[src/epd_pkg.sv]
// ----------------------------------------------------------------------------
// epd_pkg
// Types and constants shared by the excursion peak/trough detector and its
// port checker.
// ----------------------------------------------------------------------------
package epd_pkg;

  localparam int SAMPLE_BITS = 16;
  localparam int INDEX_BITS  = 16;
  localparam int OUT_BITS    = 16;
  localparam int THRESH_BITS = 16;

  localparam logic [OUT_BITS-1:0] COUNT_MAX = '1;

  typedef enum logic [1:0] {
    MODE_UNDECIDED   = 2'd0,
    MODE_SEEK_PEAK   = 2'd1,
    MODE_SEEK_TROUGH = 2'd2
  } search_mode_t;

  localparam logic KIND_PEAK   = 1'b0;
  localparam logic KIND_TROUGH = 1'b1;

  typedef struct packed {
    logic signed [SAMPLE_BITS-1:0] sample_value;
    logic                          last_sample;
  } sample_item_t;

  typedef struct packed {
    logic                       event_kind;
    logic [OUT_BITS-1:0]        event_index;
    logic signed [OUT_BITS-1:0] event_value;
    logic [OUT_BITS-1:0]        kind_count;
  } event_item_t;

endpackage

[src/excursion_peak_trough_detector_core.sv]
// ----------------------------------------------------------------------------
// excursion_peak_trough_detector_core
// Tracks running max/min of each record and reports a peak or trough once
// the signal has moved away from it by at least the programmed threshold.
//
//   channel  | direction | handshake              | payload
//   ---------+-----------+------------------------+----------------
//   in       | in        | in_valid / in_ready    | sample_item_t
//   out      | out       | out_valid / out_ready  | event_item_t
//   cfg      | in        | cfg_write (no wait)    | threshold
//
// One sample per cycle while in_ready is high; each accepted sample updates the tracking state in
// the same cycle and loads at most one event into the output register.
// The event appears on out in the cycle after its sample is accepted.
// in_ready is high while the output register is empty or being emptied, so
// a stalled out side stalls in only once an event is waiting.
// rst (synchronous) clears the threshold, all tracking state and out_valid.
// ----------------------------------------------------------------------------
module excursion_peak_trough_detector_core
  import epd_pkg::*;
#(
  parameter int INDEX_W = INDEX_BITS
) (
  input  logic                   clk,
  input  logic                   rst,
  input  logic                   cfg_write,
  input  logic [THRESH_BITS-1:0] cfg_data,
  input  logic                   in_valid,
  output logic                   in_ready,
  input  sample_item_t           in_item,
  output logic                   out_valid,
  input  logic                   out_ready,
  output event_item_t            out_item
);

  localparam int EXT_W = SAMPLE_BITS + 2;

  logic [THRESH_BITS-1:0]        threshold;
  search_mode_t                  search_mode, search_mode_next;
  logic                          record_open;
  logic signed [SAMPLE_BITS-1:0] max_value, max_value_next;
  logic signed [SAMPLE_BITS-1:0] min_value, min_value_next;
  logic [INDEX_W-1:0]            max_index, max_index_next;
  logic [INDEX_W-1:0]            min_index, min_index_next;
  logic [INDEX_W-1:0]            sample_counter;
  logic [OUT_BITS-1:0]           peaks_found, peaks_found_next;
  logic [OUT_BITS-1:0]           troughs_found, troughs_found_next;
  event_item_t                   result, result_next;
  logic                          result_valid, emit;

  // working view of the state, with a record start folded in
  search_mode_t                  cur_mode;
  logic signed [SAMPLE_BITS-1:0] cur_max, cur_min;
  logic [INDEX_W-1:0]            cur_max_idx, cur_min_idx, idx;
  logic [OUT_BITS-1:0]           cur_peaks, cur_troughs;
  logic signed [EXT_W-1:0]       x_ext, e_ext, max_ext, min_ext;
  logic                          fall_hit, rise_hit;
  logic [31:0]                   max_idx_wide, min_idx_wide;
  logic                          accept;

  assign accept    = in_valid && in_ready;
  assign in_ready  = !result_valid || out_ready;
  assign out_valid = result_valid;
  assign out_item  = result;

  always_comb begin
    if (record_open) begin
      cur_mode    = search_mode;
      cur_max     = max_value;
      cur_min     = min_value;
      cur_max_idx = max_index;
      cur_min_idx = min_index;
      cur_peaks   = peaks_found;
      cur_troughs = troughs_found;
      idx         = sample_counter;
    end else begin
      cur_mode    = MODE_UNDECIDED;
      cur_max     = in_item.sample_value;
      cur_min     = in_item.sample_value;
      cur_max_idx = '0;
      cur_min_idx = '0;
      cur_peaks   = '0;
      cur_troughs = '0;
      idx         = '0;
    end

    x_ext   = EXT_W'(in_item.sample_value);
    e_ext   = signed'({2'b00, threshold});
    max_ext = EXT_W'(cur_max);
    min_ext = EXT_W'(cur_min);
    // full-width sums, no wrap
    fall_hit = max_ext >= (x_ext + e_ext);
    rise_hit = x_ext >= (min_ext + e_ext);

    search_mode_next   = cur_mode;
    max_value_next     = cur_max;
    min_value_next     = cur_min;
    max_index_next     = cur_max_idx;
    min_index_next     = cur_min_idx;
    peaks_found_next   = cur_peaks;
    troughs_found_next = cur_troughs;
    emit               = 1'b0;
    max_idx_wide       = 32'(cur_max_idx);
    min_idx_wide       = 32'(cur_min_idx);
    result_next        = result;

    unique case (cur_mode)
      MODE_SEEK_PEAK: begin
        if (cur_max <= in_item.sample_value) begin
          max_value_next = in_item.sample_value;
          max_index_next = idx;
        end else if (fall_hit) begin
          if (cur_peaks != COUNT_MAX) peaks_found_next = cur_peaks + 1'b1;
          emit                    = 1'b1;
          result_next.event_kind  = KIND_PEAK;
          result_next.event_index = max_idx_wide[OUT_BITS-1:0];
          result_next.event_value = cur_max;
          result_next.kind_count  = peaks_found_next;
          min_value_next   = in_item.sample_value;
          min_index_next   = idx;
          search_mode_next = MODE_SEEK_TROUGH;
        end
      end
      MODE_SEEK_TROUGH: begin
        if (in_item.sample_value <= cur_min) begin
          min_value_next = in_item.sample_value;
          min_index_next = idx;
        end else if (rise_hit) begin
          if (cur_troughs != COUNT_MAX) troughs_found_next = cur_troughs + 1'b1;
          emit                    = 1'b1;
          result_next.event_kind  = KIND_TROUGH;
          result_next.event_index = min_idx_wide[OUT_BITS-1:0];
          result_next.event_value = cur_min;
          result_next.kind_count  = troughs_found_next;
          max_value_next   = in_item.sample_value;
          max_index_next   = idx;
          search_mode_next = MODE_SEEK_PEAK;
        end
      end
      default: begin
        // undecided; the spare code behaves the same
        if (fall_hit)      search_mode_next = MODE_SEEK_TROUGH;
        else if (rise_hit) search_mode_next = MODE_SEEK_PEAK;
        else               search_mode_next = MODE_UNDECIDED;
        if (cur_max <= in_item.sample_value) begin
          max_value_next = in_item.sample_value;
          max_index_next = idx;
        end else if (in_item.sample_value <= cur_min) begin
          min_value_next = in_item.sample_value;
          min_index_next = idx;
        end
      end
    endcase
  end

  always_ff @(posedge clk) begin
    if (rst) begin
      threshold      <= '0;
      search_mode    <= MODE_UNDECIDED;
      record_open    <= 1'b0;
      max_value      <= '0;
      min_value      <= '0;
      max_index      <= '0;
      min_index      <= '0;
      sample_counter <= '0;
      peaks_found    <= '0;
      troughs_found  <= '0;
      result_valid   <= 1'b0;
    end else begin
      if (cfg_write) threshold <= cfg_data;
      if (accept) begin
        search_mode    <= search_mode_next;
        record_open    <= !in_item.last_sample;
        max_value      <= max_value_next;
        min_value      <= min_value_next;
        max_index      <= max_index_next;
        min_index      <= min_index_next;
        sample_counter <= idx + 1'b1;
        peaks_found    <= peaks_found_next;
        troughs_found  <= troughs_found_next;
        result_valid   <= emit;
      end else if (out_ready) begin
        result_valid <= 1'b0;
      end
    end
  end

  always_ff @(posedge clk) begin
    if (accept && emit) result <= result_next;
  end

endmodule

[config.mk]
export PLATFORM = sky130hd
export DESIGN_NAME = excursion_peak_trough_detector_core
export DESIGN_NICKNAME = d
export VERILOG_FILES = /design/src/epd_pkg.sv /design/src/excursion_peak_trough_detector_core.sv
export SDC_FILE = /design/constraint.sdc
export NUM_CORES = 1
export LEC_CHECK = 0
export BUFFER_PORTS_ARGS = -buffer_cell sky130_fd_sc_hd__buf_2
export CORE_AREA = 2 2 187 189
export CTS_CLUSTER_DIAMETER = 150
export CTS_CLUSTER_SIZE = 12
export DETAILED_ROUTE_END_ITERATION = 16
export DIE_AREA = 0 0 189 191
export GPL_TIMING_DRIVEN = 0
export PLACE_DENSITY = 0.53
export SLEW_MARGIN = 20
export SYNTH_ARGS = -nofsm -noshare
export SYNTH_HDL_FRONTEND = slang
export SYNTH_SLANG_ARGS = --single-unit
[constraint.sdc]
create_clock -name clk -period 22.8 [get_ports clk]
set_input_delay 2.28 -clock clk [delete_from_list [all_inputs] [get_ports clk]]
set_output_delay 2.28 -clock clk [all_outputs]
set_load 0.005 [all_outputs]
==> reports/results.tsv, run 1 <==
stage	metric	value	unit
power_and_ir_drop	Sw Share	0.328	
global_routing	M1 GR Usage	0.266	
clocking	worst skew pair latency	0.46	ns
global_routing	initial antenna violation count	2	
yosys	Net Count, Synth	1530	
yosys	Syn Area/Cell	8.57	um2
yosys	ys flop type	dfxtp_1	
power_and_ir_drop	Comb power frac	0.223	
placed_design	placed inst area	0.0129	mm2
clocking	post_cts resized	0	
global_routing	met3 GRT Util	0.0316	
route	routed vias/inst	5.42	
worst_setup_path	Worst setup EP type	register	
power_and_ir_drop	Tot Pwr	0.814	mW
global_routing	vias in the first global route	10504	
power_and_ir_drop	switching pwr	0.267	mW
clocking	CTS sink cnt	181	
timing	post-route minimum period	9.64	ns
timing	Final Hold Fails	0	
yosys	sequential element share of the synthesized area	0.347	
cells_and_area	Area Growth Syn to Fin	13.6	%
clocking	H-tree levels	4	
yosys	synthesis warning total	0	
timing	max-slew violations	0	
yosys	number of flops mapped to enable cells by yosys	49	
global_routing	first-pass GRT wire length	57.8	mm
placed_design	Buffers on Ports	87	
timing	final-report setup violation count	0	
clocking	Post-CTS Repair Setup Buffers	0	
route	# DRC	0	
power_and_ir_drop	internal power	0.547	mW
clocking	CTS Hold Buffers Added	0	
worst_setup_path	kind of critical path	register to register	
worst_setup_path	Req. time, crit path	22.96	ns
timing	worst rel slew slack	0.232	
clocking	Clock Root Buffer	clkbuf_16	
cells_and_area	# fillers	3502	
floorplanning	chip height	191	um
clocking	CTS max path bufs	2	
worst_setup_path	WP buf/inv	10	
floorplanning	Initial Util	0.347	
route	vias	10663	
worst_setup_path	Worst path max stage delay	0.71	ns
yosys	Mapped Cells	1383	
timing	RSZ-0062 raised after global routing	no	
worst_setup_path	Worst Path Max Fanout	10	
cells_and_area	Final #Nets	1645	
cells_and_area	FF+latch area	0.00411	mm2
worst_setup_path	Most Frequent Cell on Critical Path	buf_2	
cells_and_area	share of cells above drive strength 1	0.112	
worst_setup_path	slowest CP cell	clkbuf_1	
global_routing	grt ovf	0	
power_and_ir_drop	power density over the cells	60.5	mW/mm2
route	Initial DRC Count	630	
route	DRT Wirelength	37.1	mm
power_and_ir_drop	clock power share	0.357	
global_routing	met2 Usage GRT	0.356	
timing	Hold Worst Slack	0.459	ns
cells_and_area	Final Cell Area	0.0135	mm2
yosys	Distinct cells, synth	76	
yosys	Post-synth ARST share	0	
timing	Max Clock Freq	104	MHz
floorplanning	Die Area	0.0361	mm2
yosys	Syn Std Cell Area	0.0118	mm2
timing	Final period util	0.423	
cells_and_area	area of the multi-input gates	0.00716	mm2
clocking	cts bufs inserted	17	
power_and_ir_drop	LEAKAGE	5.16	nW
worst_setup_path	cell class contributing the biggest share of worst-path delay	buffers and inverters	
min_path	Worst Hold Class	register to register	
placed_design	gpl congestion	0.878	
placed_design	DP HPWL	28.3	mm
worst_setup_path	Critical Path AT	9.80	ns
floorplanning	number of top-level pins	89	
global_routing	GRT Resource Usage Total	0.208	
global_routing	global routing's busiest layer	met2	
clocking	TritonCTS clock tree	done	
route	DR pass1 iterations	5	
route	Wirelength per Cell	18.9	um
run_status	status	finished, final reports clean	
yosys	Seq cells post-synth	181	
run	max_cap viols	0	
clocking	Clock transition at path regs	0.08	ns
power_and_ir_drop	Seq pwr share	0.420	
floorplanning	chip width	189	um
worst_setup_path	Critical Path Source Type	register	
power_and_ir_drop	Max VDD drop	0.0511	mV
timing	worst slew pin tran	1.15	ns
floorplanning	row cnt	68	
floorplanning	Core Box Area	0.0341	mm2
timing	post-route setup TNS	0	ns
route	antenna viol nets, final	0	
timing	clock skew	0.0132	ns
global_routing	largest net degree at the start of global routing	19	
[power groups by stage]
stage | Combinational, mW | Sequential [mW] | Clock, mW
after detailed placement | 0.181 | 0.349 | 0
after CTS | 0.181 | 0.342 | 0.297
final | 0.182 | 0.342 | 0.291
after global routing | 0.204 | 0.343 | 0.308
after global placement | 0.178 | 0.349 | 0
after floorplan | 0.128 | 0.347 | 0
[through the flow]
stage,util,setup WS [ns],cells
after floorplan,-,11.18,1383
after global placement,0.377,6.08,1925
after CTS,0.394,13.27,1966
after detailed placement,0.378,12.96,1934
final,0.394,13.16,1967
after global routing,0.394,12.60,1967
[state kept, by name, summed over array words and instances, names as in the netlist]
signal / flops
record_open: 1
max_index: 16
min_index: 16
min_value: 16
threshold: 16
peaks_found: 16
out_item: 49
troughs_found: 16
out_valid: 1
search_mode: 2
sample_counter: 16
max_value: 16
[kinds of logic (layout without fill, tap and decap cells)]
kind of cell / count (synthesis) / count (layout) / share of synthesized area
AND/OR/NAND/NOR: 482 / 482 / 0.192
other: 0 / 1 / 0
adder cells (fa/ha/maj): 109 / 109 / 0.116
buffers and inverters: 141 / 269 / 0.0490
XOR/XNOR: 62 / 62 / 0.0458
flip-flops: 181 / 181 / 0.347
multiplexers: 68 / 68 / 0.0581
AO/OA/AOI/OAI: 340 / 340 / 0.192
[path summary, 6_finish.rpt]
check,from,to,slack [ns],cells past startpoint
min reg2reg,max_value[2],max_value[2],0.46,2
max reg2reg,record_open,out_item[43],13.16,29
max,record_open,out_item[43],13.16,29
min,max_value[2],max_value[2],0.46,2
[cells in the mapped netlist (34+ instances only)]
| cell | count | area share |
|---|---|---|
| a22o_1 | 34 | 0.025 |
| mux2i_1 | 65 | 0.055 |
| dfxtp_1 | 132 | 0.22 |
| inv_1 | 66 | 0.021 |
| o21ai_0 | 70 | 0.030 |
| nand2_1 | 150 | 0.048 |
| a21oi_1 | 115 | 0.049 |
| nand3_1 | 60 | 0.025 |
| xnor2_1 | 35 | 0.026 |
| clkbuf_1 | 50 | 0.016 |
| edfxtp_1 | 49 | 0.12 |
| nor2_1 | 130 | 0.041 |
| ha_1 | 107 | 0.11 |
[tightest hold or removal path: stages (launching register included)]
cell and delay (ns):
dfxtp_1 0.31, nand2_1 0.05, a21oi_1 0.05
[cells in the final DEF (no fill, tap or decap), types with 60 or more instances in the layout]
cell and count:
a21oi_1 115, nand3_1 60, nand2_1 150, o21ai_0 70, buf_2 101, inv_1 66
ha_1 107, dfxtp_1 132, nor2_1 130, mux2i_1 65
[final cells by class]
| class | count | share of cell area |
|---|---|---|
| multi-input combinational | 1061 | 0.532 |
| sequential | 181 | 0.306 |
| tap | 455 | 0.0423 |
| timing repair buffer | 96 | 0.0361 |
| clock buffer | 19 | 0.0322 |
| buffer | 74 | 0.0245 |
| inverter | 67 | 0.0187 |
| clock inverter | 13 | 0.00828 |
| antenna | 1 | 0.000186 |
[layer usage]
metal,vias to the layer above,share of wire
met5,-,0
met1,5057,0.45
li1,5229,-
met3,63,0.052
met2,314,0.47
met4,0,0.031
Note: power is estimated with default switching activity, not from simulation.
==> run 2: changes to the inputs <==
--- a/config.mk
+++ b/config.mk
@@ -12,7 +12,7 @@
 export DETAILED_ROUTE_END_ITERATION = 16
 export DIE_AREA = 0 0 189 191
 export GPL_TIMING_DRIVEN = 0
-export PLACE_DENSITY = 0.53
+export PLACE_DENSITY = 0.55
 export SLEW_MARGIN = 20
 export SYNTH_ARGS = -nofsm -noshare
 export SYNTH_HDL_FRONTEND = slang
==> constraint.sdc (replaced) <==
create_clock -name clk -period 8 [get_ports clk]
set_input_delay 0.8 -clock clk [delete_from_list [all_inputs] [get_ports clk]]
set_output_delay 0.8 -clock clk [all_outputs]
set_load 0.005 [all_outputs]
==> reports/results.tsv, run 2 (same netlist as run 1, synthesis figures left out) <==
stage	metric	value	unit	change
run_status	status	finished, final reports clean		unchanged
cells_and_area	Final Cell Area	0.0136	mm2	was 0.0135 mm2
cells_and_area	max reg flops	49		unchanged
timing	Final Hold Fails	0		unchanged
timing	final-report setup violation count	0		unchanged
power_and_ir_drop	power density over the cells	177	mW/mm2	was 60.5 mW/mm2
cells_and_area	commonest non-fill, non-tap cell in the layout	nand2_1		unchanged
run	max_cap viols	0		unchanged
global_routing	met3 GRT Util	0.0305		was 0.0316
timing	max-slew violations	0		unchanged
route	Initial DRC Count	634		was 630
worst_setup_path	Worst setup EP type	register		unchanged
floorplanning	chip height	191	um	unchanged
global_routing	M1 GR Usage	0.261		was 0.266
route	routed vias/inst	5.33		was 5.42
power_and_ir_drop	LEAKAGE	5.16	nW	about the same
power_and_ir_drop	Comb power frac	0.217		was 0.223
worst_setup_path	Critical Path AT	7.80	ns	was 9.80 ns
power_and_ir_drop	Max VDD drop	0.165	mV	was 0.0511 mV
power_and_ir_drop	Sw Share	0.310		was 0.328
clocking	Clock transition at path regs	0.07	ns	was 0.08 ns
power_and_ir_drop	switching pwr	0.745	mW	was 0.267 mW
placed_design	Setup WS pre-CTS	-1.30	ns	was 12.96 ns
placed_design	DP HPWL	28.1	mm	was 28.3 mm
placed_design	placed cell count	1929		was 1,934
global_routing	largest net degree at the start of global routing	18		was 19
cells_and_area	commonest non-fill, non-tap cells in the layout	nand2_1 (150), dfxtp_1 (132), nor2_1 (130), a21oi_1 (115), ha_1 (107)		unchanged
timing	Final period util	0.958		was 0.423
global_routing	GRT Resource Usage Total	0.204		was 0.208
route	# DRC	0		unchanged
clocking	CTS Hold Buffers Added	0		unchanged
global_routing	initial antenna violation count	0		was 2
cells_and_area	fin cells	1962		was 1,967
floorplanning	row cnt	68		unchanged
floorplanning	Die Area	0.0361	mm2	unchanged
timing	worst rel slew slack	0.321		was 0.232
worst_setup_path	Req. time, crit path	8.14	ns	was 22.96 ns
floorplanning	chip width	189	um	unchanged
timing	slack of the critical path	0.340	ns	was 13.16 ns
floorplanning	number of top-level pins	89		unchanged
cells_and_area	Antenna diodes	0		was 1
min_path	Worst Hold Class	register to register		unchanged
clocking	Clock Root Buffer	clkbuf_16		unchanged
global_routing	first-pass GRT wire length	56.6	mm	was 57.8 mm
floorplanning	Initial Util	0.347		unchanged
cells_and_area	# fillers	3487		was 3,502
timing	worst slew pin tran	1.02	ns	was 1.15 ns
clocking	TritonCTS clock tree	done		unchanged
worst_setup_path	kind of critical path	register to register		unchanged
clocking	H-tree levels	4		unchanged
global_routing	grt ovf	0		unchanged
worst_setup_path	Worst Path Max Fanout	13		was 10
worst_setup_path	Most Frequent Cell on Critical Path	buf_2		unchanged
clocking	CTS sink cnt	181		unchanged
placed_design	gpl congestion	0.890		was 0.878
timing	RSZ-0062 raised after global routing	no		unchanged
clocking	worst skew pair latency	0.45	ns	was 0.46 ns
global_routing	global routing's busiest layer	met2		unchanged
floorplanning	Core Box Area	0.0341	mm2	unchanged
clocking	cts bufs inserted	17		unchanged
timing	Max Clock Freq	131	MHz	was 104 MHz
timing	clock skew	0.0154	ns	was 0.0132 ns
worst_setup_path	slowest CP cell	o41ai_2		was clkbuf_1
route	DRT Wirelength	36.5	mm	was 37.1 mm
power_and_ir_drop	Seq pwr share	0.406		was 0.420
placed_design	Buffers on Ports	87		unchanged
route	DR pass1 iterations	5		unchanged
placed_design	placed inst area	0.0129	mm2	about the same
route	antenna viol nets, final	0		unchanged
cells_and_area	Area Growth Syn to Fin	14.5	%	was 13.6%
power_and_ir_drop	internal power	1.66	mW	was 0.547 mW
power_and_ir_drop	clock power share	0.377		was 0.357
worst_setup_path	Critical Path Source Type	register		unchanged
power_and_ir_drop	Tot Pwr	2.40	mW	was 0.814 mW
route	Wirelength per Cell	18.6	um	was 18.9 um
timing	post-route minimum period	7.66	ns	was 9.64 ns
global_routing	met2 Usage GRT	0.342		was 0.356
cells_and_area	share of cells above drive strength 1	0.113		was 0.112
worst_setup_path	Worst path max stage delay	0.45	ns	was 0.71 ns
global_routing	vias in the first global route	10232		was 10.5k
route	vias	10458		was 10.7k
cells_and_area	Final #Nets	1641		was 1,645
clocking	CTS max path bufs	2		unchanged
run 2: worst max-delay path: cells and delay by family, from the launching register on:
family          cells  cell delay [ns]
buf+inv             8             2.03
simple gates        4             0.92
compound gates     12             2.93
xor+xnor            1             0.15
fa+ha+maj           3             0.96
flops               1             0.32
run 2: per-stage QoR:
stage / TNS (ns) / hold slack (ns) / util
after floorplan: 0 / 0.426 / -
after global placement: -143.54 / 0.443 / 0.377
after detailed placement: -60.80 / 0.448 / 0.378
after CTS: 0 / 0.459 / 0.397
after global routing: 0 / 0.476 / 0.398
final: 0 / 0.457 / 0.398
run 2: layout make-up:
class,instances,area [um2],area share
clock buffers,21,483,0.0356
plain buffers,73,334,0.0246
multi-input cells,1061,7200,0.530
well taps,455,569,0.0420
flip-flops and latches,181,4110,0.303
inverters,67,251,0.0185
repair buffers,93,488,0.0360
clock inverters,11,133,0.00977
run 2: final timing paths:
kind / startpoint / end / slack [ns] / depth (start not counted)
worst min register to register: max_value[0] / max_value[0] / 0.46 / 2
worst min-delay path: max_value[0] / max_value[0] / 0.46 / 2
worst max-delay path: record_open / out_item[18] / 0.34 / 28
worst max register to register: record_open / out_item[18] / 0.34 / 28
run 2: metal layers:
metal	wire (um)	part of all wire	up-vias
li1	-	-	5196
met1	16800	0.46	4953
met2	16900	0.46	244
met3	1430	0.039	65
met4	1360	0.037	0
met5	0	0	-
run 2: power by group through the flow:
stage	Combinational (mW)	Clock, mW	Sequential [mW]
2_1_floorplan	0.364	0	0.990
3_3_place_gp	0.506	0	0.994
3_5_place_dp	0.516	0	0.995
4_1_cts	0.520	0.931	0.974
5_1_grt	0.585	0.959	0.977
6_report	0.521	0.904	0.974
run 2: timing repair:
item,CTS,global route
setup endpoints to repair,96,35
buffers inserted,1,1
gates resized for setup,5,9
pin swaps,1,1
